File: config.mk
export PLATFORM = sky130hd
export DESIGN_NAME = bmprgb_ctrl
export DESIGN_NICKNAME = d
export VERILOG_FILES = /design/src/sv/assert_macros.svh /design/src/sv/bmprgb_pkg.sv /design/src/sv/bmprgb_ctrl.sv
export SDC_FILE = /design/constraint.sdc
export NUM_CORES = 1
export LEC_CHECK = 0
export CAP_MARGIN = 20
export CORE_UTILIZATION = 50
export DETAILED_ROUTE_END_ITERATION = 8
export DONT_BUFFER_PORTS = 1
export GPL_TIMING_DRIVEN = 0
export PLACE_DENSITY_LB_ADDON = 0.1
export SLEW_MARGIN = 30
export SYNTH_ARGS = -nofsm -noshare
export SYNTH_HDL_FRONTEND = slang
export SYNTH_SLANG_ARGS = --single-unit
File: constraint.sdc
create_clock -name clock -period 7.57 [get_ports clock]
set_clock_uncertainty 0.2 [all_clocks]
set_input_delay 0.3785 -clock clock [delete_from_list [all_inputs] [get_ports clock]]
set_output_delay 0.3785 -clock clock [all_outputs]
set_load 0.005 [all_outputs]
File: src/sv/assert_macros.svh
// Assertion macros shared by the files that carry concurrent checks.
// No dependencies; included by bare file name where needed.
`ifndef ASSERT_MACROS_SVH
`define ASSERT_MACROS_SVH

// Antecedent in the same cycle implies the consequent in the same cycle.
`define ASSERT_SAME_CYCLE(label, clk, rst, ante, cons, msg) \
   label: assert property (@(posedge clk) disable iff (rst) (ante) |-> (cons)) \
      else $error(msg);

// Antecedent implies the consequent in the following cycle.
`define ASSERT_NEXT_CYCLE(label, clk, rst, ante, cons, msg) \
   label: assert property (@(posedge clk) disable iff (rst) (ante) |=> (cons)) \
      else $error(msg);

`endif

File: src/sv/bmprgb_pkg.sv
// Shared types and constants of the BMP row to RGB565 converter.
// No dependencies; imported by every module of the block.
package bmprgb_pkg;

   localparam int DATA_W  = 8;
   localparam int COLOR_W = 16;
   localparam int CSR_W   = 11;   // widest configuration register
   localparam int COL_W   = 12;   // column count, saturating above any visible width
   localparam int ROW_W   = 13;   // padded row length in bytes

   // Request opcodes.
   localparam logic OP_PALETTE = 1'b0;
   localparam logic OP_PIXEL   = 1'b1;

   // Configuration register indexes.
   localparam logic [1:0] REG_BPP     = 2'd0;
   localparam logic [1:0] REG_IS_565  = 2'd1;
   localparam logic [1:0] REG_WIDTH   = 2'd2;
   localparam logic [1:0] REG_VISIBLE = 2'd3;

   // Source depths that the block decodes.
   localparam logic [4:0] BPP_1  = 5'd1;
   localparam logic [4:0] BPP_4  = 5'd4;
   localparam logic [4:0] BPP_8  = 5'd8;
   localparam logic [4:0] BPP_16 = 5'd16;
   localparam logic [4:0] BPP_24 = 5'd24;

   typedef struct packed {
      logic [4:0]  bits_per_pixel;
      logic        is_565;
      logic [10:0] image_width;
      logic [10:0] visible_width;
   } cfg_type;

   typedef struct packed {
      logic               en;
      logic [7:0]         index;
      logic [COLOR_W-1:0] color;
   } pal_wr_type;

   // One pixel on its way to the palette stage.
   typedef struct packed {
      logic               use_palette;
      logic [7:0]         index;
      logic [COLOR_W-1:0] color;
      logic               end_of_row;
      logic               last;
   } slot_type;

   typedef struct packed {
      logic [COLOR_W-1:0] color;
      logic               end_of_row;
      logic               last;
   } pixel_type;

endpackage

File: src/sv/bmprgb_ctrl.sv
// Row control: byte counting, 16/24-bit assembly and the per-byte pixel issuer.
// Depends on bmprgb_pkg.
module bmprgb_ctrl
   import bmprgb_pkg::*;
#(
   parameter int MAX_WIDTH    = 1024,
   parameter int PALETTE_BITS = 8
) (
   input  logic                clock,
   input  logic                reset,
   input  cfg_type             cfg,
   input  logic                req_valid,
   output logic                req_stall,
   input  logic                req_opcode,
   input  logic [7:0]          req_palette_index,
   input  logic [23:0]         req_palette_word,
   input  logic [DATA_W-1:0]   req_data_byte,
   output pal_wr_type          pal_wr,
   output logic                slot_valid,
   output slot_type            slot,
   input  logic                slot_ready
);

   typedef enum logic [2:0] {DEP_1, DEP_4, DEP_8, DEP_16, DEP_24, DEP_NONE} depth_type;
   typedef enum logic [1:0] {ITER_1, ITER_4, ITER_8, ITER_DIRECT} iter_mode_type;

   logic [ROW_W-1:0]   rbc_ff, rbc_in;
   logic [COL_W-1:0]   col_ff, col_in;
   logic [1:0]         phase_ff, phase_in;
   logic [15:0]        held_ff, held_in;
   logic [3:0]         left_ff, left_in;
   logic [DATA_W-1:0]  ibyte_ff, ibyte_in;
   iter_mode_type      imode_ff, imode_in;
   logic [COLOR_W-1:0] icolor_ff, icolor_in;
   logic               ieor_ff, ieor_in;

   depth_type          depth;
   logic [10:0]        eff_width;
   logic [10:0]        vis;
   logic [16:0]        row_bits;
   logic [16:0]        row_words;
   logic [ROW_W-1:0]   row_size;
   logic [ROW_W-1:0]   rbc_next;
   logic [3:0]         npix;
   logic [3:0]         nvis;
   logic [COL_W-1:0]   room;
   logic [COL_W:0]     col_sum;
   logic [COL_W-1:0]   col_end;
   logic [COLOR_W-1:0] direct;
   logic [7:0]         lo;
   logic               accept;
   logic               fire;
   logic               pixel_go;

   assign fire      = slot_valid && slot_ready;
   assign req_stall = (left_ff > 4'd1) || ((left_ff == 4'd1) && !slot_ready);
   assign accept    = req_valid && !req_stall;

   // Palette entries are kept as RGB565.
   always_comb begin
      pal_wr.en    = accept && (req_opcode == OP_PALETTE);
      pal_wr.index = req_palette_index;
      pal_wr.color = {req_palette_word[23:19], req_palette_word[15:10],
                      req_palette_word[7:3]};
   end

   always_comb begin
      unique case (cfg.bits_per_pixel)
         BPP_1:   depth = DEP_1;
         BPP_4:   depth = (PALETTE_BITS >= 4) ? DEP_4 : DEP_NONE;
         BPP_8:   depth = (PALETTE_BITS >= 8) ? DEP_8 : DEP_NONE;
         BPP_16:  depth = DEP_16;
         BPP_24:  depth = DEP_24;
         default: depth = DEP_NONE;
      endcase
   end

   always_comb begin
      if (cfg.image_width == 11'd0) begin
         eff_width = 11'd1;
      end else if ({21'd0, cfg.image_width} > 32'(MAX_WIDTH)) begin
         eff_width = 11'(MAX_WIDTH);
      end else begin
         eff_width = cfg.image_width;
      end
      vis = (cfg.visible_width < eff_width) ? cfg.visible_width : eff_width;

      case (depth)
         DEP_1:   row_bits = {6'd0, eff_width};
         DEP_4:   row_bits = {4'd0, eff_width, 2'd0};
         DEP_8:   row_bits = {3'd0, eff_width, 3'd0};
         DEP_16:  row_bits = {2'd0, eff_width, 4'd0};
         DEP_24:  row_bits = {2'd0, eff_width, 4'd0} + {3'd0, eff_width, 3'd0};
         default: row_bits = 17'd0;
      endcase
      row_words = (row_bits + 17'd31) >> 5;
      row_size  = {row_words[ROW_W-3:0], 2'd0};
      rbc_next  = rbc_ff + ROW_W'(1);

      case (depth)
         DEP_1:   npix = 4'd8;
         DEP_4:   npix = 4'd2;
         DEP_8:   npix = 4'd1;
         DEP_16:  npix = (phase_ff != 2'd0) ? 4'd1 : 4'd0;
         DEP_24:  npix = phase_ff[1] ? 4'd1 : 4'd0;
         default: npix = 4'd0;
      endcase

      // Visible pixels always form a prefix of the pixels in one byte.
      if (col_ff < {1'b0, vis}) begin
         room = {1'b0, vis} - col_ff;
         nvis = (room < {8'd0, npix}) ? room[3:0] : npix;
      end else begin
         room = '0;
         nvis = 4'd0;
      end
      col_sum = {1'b0, col_ff} + {9'd0, npix};
      col_end = col_sum[COL_W] ? {COL_W{1'b1}} : col_sum[COL_W-1:0];

      lo = held_ff[7:0];
      if (depth == DEP_16) begin
         direct = cfg.is_565 ? {req_data_byte, lo}
                             : {req_data_byte[6:0], lo[7:5], 1'b0, lo[4:0]};
      end else begin
         direct = {req_data_byte[7:3], held_ff[15:10], lo[7:3]};
      end
   end

   assign pixel_go = accept && (req_opcode == OP_PIXEL) && (depth != DEP_NONE);

   always_comb begin
      rbc_in    = rbc_ff;
      col_in    = col_ff;
      phase_in  = phase_ff;
      held_in   = held_ff;
      left_in   = left_ff;
      ibyte_in  = ibyte_ff;
      imode_in  = imode_ff;
      icolor_in = icolor_ff;
      ieor_in   = ieor_ff;

      if (fire) begin
         left_in = left_ff - 4'd1;
         ibyte_in = (imode_ff == ITER_1) ? {ibyte_ff[6:0], 1'b0} : {ibyte_ff[3:0], 4'd0};
      end

      if (pixel_go) begin
         case (depth)
            DEP_16: begin
               if (phase_ff == 2'd0) begin
                  held_in  = {8'd0, req_data_byte};
                  phase_in = 2'd1;
               end else begin
                  phase_in = 2'd0;
               end
            end
            DEP_24: begin
               if (phase_ff == 2'd0) begin
                  held_in  = {8'd0, req_data_byte};
                  phase_in = 2'd1;
               end else if (phase_ff == 2'd1) begin
                  held_in  = {req_data_byte, held_ff[7:0]};
                  phase_in = 2'd2;
               end else begin
                  phase_in = 2'd0;
               end
            end
            default: begin
            end
         endcase

         left_in   = nvis;
         ibyte_in  = req_data_byte;
         icolor_in = direct;
         ieor_in   = (col_ff + {8'd0, nvis}) == {1'b0, vis};
         case (depth)
            DEP_1:   imode_in = ITER_1;
            DEP_4:   imode_in = ITER_4;
            DEP_8:   imode_in = ITER_8;
            default: imode_in = ITER_DIRECT;
         endcase

         if (rbc_next >= row_size) begin
            rbc_in   = '0;
            col_in   = '0;
            phase_in = 2'd0;
         end else begin
            rbc_in = rbc_next;
            col_in = col_end;
         end
      end
   end

   always_comb begin
      slot_valid       = left_ff != 4'd0;
      slot.use_palette = imode_ff != ITER_DIRECT;
      case (imode_ff)
         ITER_1:  slot.index = {7'd0, ibyte_ff[7]};
         ITER_4:  slot.index = {4'd0, ibyte_ff[7:4]};
         default: slot.index = ibyte_ff;
      endcase
      slot.color      = icolor_ff;
      slot.last       = left_ff == 4'd1;
      slot.end_of_row = (left_ff == 4'd1) && ieor_ff;
   end

   always_ff @(posedge clock) begin
      if (reset) begin
         rbc_ff   <= '0;
         col_ff   <= '0;
         phase_ff <= 2'd0;
         held_ff  <= '0;
         left_ff  <= 4'd0;
      end else begin
         rbc_ff   <= rbc_in;
         col_ff   <= col_in;
         phase_ff <= phase_in;
         held_ff  <= held_in;
         left_ff  <= left_in;
      end
   end

   always_ff @(posedge clock) begin
      ibyte_ff  <= ibyte_in;
      imode_ff  <= imode_in;
      icolor_ff <= icolor_in;
      ieor_ff   <= ieor_in;
   end

endmodule

==> results.toml, run 1 <==
[run_status]
status = "finished, final reports clean"

[layout]
final_core_util_pct = 57.2
diodes = 0
drive_gt1_share_pct = 10.6
num-nets-final = 1030
areaGrowthSynthToFinish_pct = 10.8
fin_cells = 1080
fin_area_um2 = 7600

[floorplanning]
pin_count = 127
dieHeight_um = 119
die-area_um2 = 14200
initial_core_util_pct = 51.6
core_area_um2 = 13300
num_rows = 42
fp.dieW_um = 119

[yosys]
synth_largest_area_cell = "dfxtp_1"
synthCells = 877
synth_edf_count = 27
synth_ff_type = "dfxtp_1"
yosysWarnings = 0
synth_commonest_cells = "nand2_1 (92), a21oi_1 (63), nor2_1 (59)"
postSynthNetCount = 1008
syn_area_per_cell_um2 = 7.83
synthDistinctLibCells = 76
ys_seq_area_share_pct = 24.9
synth-seq-cells = 72
synthArstFlopShare_pct = 0
synth_most_common_cell = "nand2_1"
synth.cell_area_um2 = 6860
synth_top_area_share_pct = 13.1
synth_area_leaders = "dfxtp_1 (13%), edfxtp_1 (12%), ha_1 (9.8%)"

[route]
drt_iter0_drc = 500
drtPass1Iterations = 7
dr_total_vias = 6718
totalWireLength_um = 20200
routedWlPerCell_um = 18.7
avgViaCountPerCell = 6.22
ant_nets = 0
route.detailed.drc = 0

[timing]
slew_violations = 0
setup_viol = 0
fin_crit_ns = 7.36
worst_pin_slew_ns = 1.02
slew_headroom_pct = 31.5
fmax_ghz = 0.136
hold_violations = 0
fin_crit_sh_pct = 97.2

[placed_design]
gp_congestion = 0.926
place_area_um2 = 7090
place_inst = 1053
dp_hpwl_um = 15800
port_buffers = 0

[setup_path]
crit_path_start_kind = "input pin"
crit_type = "in -> reg"
crit_path_top_delay_cell = "a2111oi_0"
setup.worst_path.start = "cfg[21]"
crit_buf_inv = 3
r2r_end = "ieor_ff"
crit_family = "compound AO/OA/AOI/OAI gates"
cp_max_fo = 10
max_stage_delay_ns = 0.48
cp_common_cell = "ha_1"
end_kind = "register"
cp.arrival_ns = 7.24
r2r_start = "col_ff[5]"
reg2regPathDepth = 20
cp.required_ns = 7.45
ff2ff_setup_slack_ns = 1.91

[clock_network]
cts_tree = "built"
h-tree-depth = 3
cts.sinks = 72
cts_made_buffers = 9
ctsRootBufferMaster = "clkbuf_16"
clk_path_buf_depth = 2
clkTransAtPathRegs_ns = 0.06
clk_latency_ns = 0.34

[global_route]
grtUsageTotal_pct = 28.6
grt_pass1_wl_um = 32100
grt_pass1_vias = 6430
antenna_found_initial = 0
overflow = 0
grt_max_degree = 29

[hold_path]
holdPathEnd = "held_ff[10]"
min_path_cells = 2
worst_hold_path_type = "in -> reg"
hold_start = "req_data_byte[2]"

[power_and_ir_drop]
ir_drop_mv = 0.0860
p_leak_uw = 0.00295
power-per-cell-area_nw_per_um2 = 164

[job]
maxCapViolCount = 0
[how the worst max path moves through the flow]
stage	to	slack, ns	depth (start not counted)
6_report	ieor_ff	0.21	31
5_1_grt	ieor_ff	-0.04	32
4_1_cts	ieor_ff	0.007	32
3_5_place_dp	ieor_ff	-1.52	32
3_3_place_gp	ieor_ff	-1.41	32
2_1_floorplan	ieor_ff	0.47	33
[state kept, by name, summed over array words and instances (netlist names)]
| name | cells |
|---|---|
| left_ff | 4 |
| col_ff | 12 |
| rbc_ff | 13 |
| ibyte_ff | 8 |
| imode_ff | 2 |
| phase_ff | 2 |
| ieor_ff | 1 |
| icolor_ff | 16 |
| held_ff | 14 |
[timing repair]
action                                  in CTS  in global routing
pin swaps                                    2                  2
endpoints found under the hold margin        9                  0
endpoints found under the setup margin       1                  1
gates resized for setup                     18                 17
buffers inserted                             3                  1
hold buffers                                 7                  0
[stage by stage]
step | total power, µW | TNS [ns] | setup WS, ns | hold WS, ns
5_1_grt | 1310 | -0.0407 | -0.0407 | 0.00593
4_1_cts | 1240 | 0 | 0.00695 | 0.0000197
6_report | 1250 | 0 | 0.210 | 0.00433
3_3_place_gp | 800 | -1.41 | -1.41 | 0.244
3_5_place_dp | 810 | -1.52 | -1.52 | 0.245
2_1_floorplan | 726 | 0 | 0.465 | 0.232
[power breakdown]
| part | total [µW] | switching [µW] | internal, µW | leakage (µW) |
|---|---|---|---|---|
| clock network | 419 | 166 | 254 | 0.000142 |
| registers | 458 | 20.8 | 437 | 0.000618 |
| logic | 368 | 220 | 148 | 0.00219 |
[cell families (layout without fill, tap and decap cells)]
family,Yosys count,after routing,synth area share [%]
xor+xnor,38,38,4.85
flops,72,72,24.9
buf+inv,108,135,7.22
fa+ha+maj,58,58,11.0
simple gates,346,346,26.1
mux,34,34,5.12
compound gates,221,221,20.7
[routing by layer]
metal	GRT usage [%]	wire [µm]	vias to the layer above
met5	0	0	-
met4	13.1	634	0
met3	6.03	1610	40
met2	47.2	9300	310
met1	35.6	8610	3136
li1	-	-	3232
[layout make-up]
type | instances | area, µm²
Multi-Input combinational cell | 697 | 4760
Tap cell | 176 | 220
Timing Repair Buffer | 11 | 100
Clock inverter | 6 | 61.3
Clock buffer | 10 | 229
Fill cell | 1221 | 5690
Inverter | 47 | 180
Sequential cell | 72 | 1710
Buffer | 61 | 339
[placed cells by master (no fill, tap or decap), types with 7 or more instances in the layout]
cell type | netlist | final
nand2_1 | 92 | 92
a21oi_1 | 63 | 62
nor2_1 | 59 | 57
o21ai_0 | 55 | 55
ha_1 | 54 | 54
nand3_1 | 53 | 53
dfxtp_1 | 45 | 45
inv_1 | 45 | 43
clkbuf_1 | 34 | 31
buf_4 | 24 | 29
edfxtp_1 | 27 | 27
nor3_1 | 24 | 24
mux2i_1 | 25 | 23
xnor2_1 | 22 | 22
and3_1 | 20 | 20
xor2_1 | 16 | 16
and2_1 | 15 | 15
o21a_1 | 10 | 10
mux2_2 | 9 | 9
nand4_1 | 9 | 9
a21o_1 | 9 | 9
nor2b_1 | 14 | 9
clkbuf_16 | 0 | 9
or3_1 | 8 | 8
nor4_1 | 8 | 8
a211oi_1 | 11 | 8
or2_2 | 8 | 8
a31oi_1 | 8 | 8
dlygate4sd3_1 | 0 | 7
Note: power is estimated with default switching activity, not from simulation.
==> run 2, diff against run 1 <==
--- a/config.mk
+++ b/config.mk
@@ -6,12 +6,15 @@
 export NUM_CORES = 1
 export LEC_CHECK = 0
 export CAP_MARGIN = 20
-export CORE_UTILIZATION = 50
+export CELL_PAD_IN_SITES_DETAIL_PLACEMENT = 0
+export CELL_PAD_IN_SITES_GLOBAL_PLACEMENT = 2
+export CORE_UTILIZATION = 34
+export CTS_CLUSTER_DIAMETER = 200
 export DETAILED_ROUTE_END_ITERATION = 8
 export DONT_BUFFER_PORTS = 1
 export GPL_TIMING_DRIVEN = 0
 export PLACE_DENSITY_LB_ADDON = 0.1
-export SLEW_MARGIN = 30
+export SLEW_MARGIN = 20
 export SYNTH_ARGS = -nofsm -noshare
 export SYNTH_HDL_FRONTEND = slang
 export SYNTH_SLANG_ARGS = --single-unit
==> run 2 against run 1 <==
Effect of this change: via count is 1.9% lower; combinational power up 2%; fmax rose by 2.3%; register-to-register slack gained 0.02 ns; core utilization shrank 18 points; sequential cell count unchanged; die area up 46%; final area grew 1.6%; worst hold slack gained 0.0051 ns; power down 1.4%; clock power is 5.3% lower; largest cell class unchanged; largest power group unchanged.
==> results.toml, run 2 (synthesis results as in run 1) <==
[timing]
fmax_ghz = 0.139
slew_headroom_pct = 33.2
fin_crit_ns = 7.19
hold_violations = 0
fin_crit_sh_pct = 95.0
holdWs_ns = 0.00940
slew_violations = 0
fin_tns_setup_ns = 0
setup_slack_ns = 0.378
worst_pin_slew_ns = 0.998
setup_viol = 0

[setup_path]
crit_path_top_delay_cell = "a2111oi_0"
crit_family = "compound AO/OA/AOI/OAI gates"
cp.arrival_ns = 7.06
end_kind = "register"
cp_common_cell = "ha_1"
crit_path_start_kind = "input pin"
crit_type = "in -> reg"
cp.required_ns = 7.44
cp_max_fo = 10
crit_buf_inv = 4
max_stage_delay_ns = 0.41

[route]
route.detailed.drc = 0
routedWlPerCell_um = 18.9
avgViaCountPerCell = 5.63
highest_layer = "met4"
met1_length_um = 10200
wl_met2_um = 10400
ant_nets = 0
totalWireLength_um = 22100
wl_met3_um = 1140
drt_iter0_drc = 360
dr_total_vias = 6587
drtPass1Iterations = 5

[floorplanning]
die-area_um2 = 20800
fp.dieW_um = 144
dieHeight_um = 144
num_rows = 51
initial_core_util_pct = 34.9
pin_count = 127
core_area_um2 = 19700

[layout]
final_core_util_pct = 39.3
reg_top3 = "icolor_ff x16, held_ff x14, rbc_ff x13"
final_cell_mix = "nand2_1 (92), a21oi_1 (61), nor2_1 (57)"
drive_gt1_share_pct = 11.0
largest_register = "icolor_ff"
layout_commonest_cell = "nand2_1"
areaGrowthSynthToFinish_pct = 12.6
largest_reg_flops = 16
diodes = 0
num-nets-final = 1031

[global_route]
grt_pass1_vias = 6310
grt_pass1_wl_um = 34600
antenna_found_initial = 0
grtUsageTotal_pct = 21.7
grt_max_degree = 29
overflow = 0

[power_and_ir_drop]
p_leak_uw = 0.00295
power-per-cell-area_nw_per_um2 = 159
ir_drop_mv = 0.101

[clock_network]
cts_tree = "built"
cts.sinks = 72
clkTransAtPathRegs_ns = 0.06
h-tree-depth = 3
clk_latency_ns = 0.33
clk_path_buf_depth = 2
cts_made_buffers = 9
ctsRootBufferMaster = "clkbuf_16"

[run_status]
status = "finished, final reports clean"

[placed_design]
pre_cts_ws_ns = -1.89
dp_hpwl_um = 17700
port_buffers = 0
gp_congestion = 0.867

[job]
maxCapViolCount = 0

[hold_path]
worst_hold_path_type = "in -> reg"
==> run 2: area by class of cell <==
cell class	count	area, µm²
inverter	47	180
clock buffer	10	239
buffer	60	335
multi-input combinational	697	4770
timing repair buffer	13	115
clock inverter	6	42.5
fill	2087	11900
tap	265	332
sequential	72	1710
==> run 2: layer usage <==
metal  global-route usage, %  vias up
met4                    5.26        0
met1                    28.1     3120
li1                        -     3230
met3                    2.65       20
met5                       0        -
met2                    37.8      217
==> run 2: path summary, 6_finish.rpt <==
path / startpoint / to / slack (ns) / cells past startpoint
max: cfg[21] / ieor_ff / 0.38 / 32
min: req_data_byte[3] / held_ff[3] / 0.009 / 2
max reg2reg: col_ff[5] / ieor_ff / 1.93 / 21
min reg2reg: held_ff[14] / held_ff[14] / 0.26 / 2
==> run 2: repair_timing <==
item / 4_1_cts / 5_1_grt
hold endpoints to repair: 10 / 0
hold buffers: 7 / 0
gates resized for setup: 20 / 19
pin swaps: 4 / 4
setup buffers: 4 / 2
setup endpoints to repair: 1 / 1
==> run 2: worst reg2reg max path: stages (launching register included) <==
cell and delay [ns]:
dfxtp_1 0.37, clkbuf_1 0.40, inv_1 0.25, ha_1 0.46, a21oi_1 0.12, o21ai_0 0.19
a21oi_1 0.10, o21ai_0 0.32, nand2_1 0.26, or2_2 0.37, mux2i_4 0.21, ha_1 0.21
inv_1 0.05, fa_1 0.41, nor2b_2 0.15, o31a_1 0.19, nand2_1 0.09, xnor2_1 0.14
and3_1 0.21, a211oi_2 0.17, nand4bb_1 0.18, a2111oi_4 0.37
==> run 2: metrics by stage <==
| stage | total power, µW | cell area (µm²) | instances |
|---|---|---|---|
| final | 1230 | 7730 | 1170 |
| after detailed placement | 815 | 7200 | 1142 |
| after global routing | 1300 | 7730 | 1170 |
| after global placement | 809 | 7200 | 1142 |
| after floorplan | 726 | 6860 | 877 |
| after CTS | 1230 | 7660 | 1169 |
==> run 2: power breakdown <==
| part | switching (µW) | leakage (µW) | internal (µW) |
|---|---|---|---|
| Sequential | 20.1 | 0.000618 | 437 |
| Combinational | 224 | 0.00220 | 150 |
| Clock | 165 | 0.000133 | 231 |
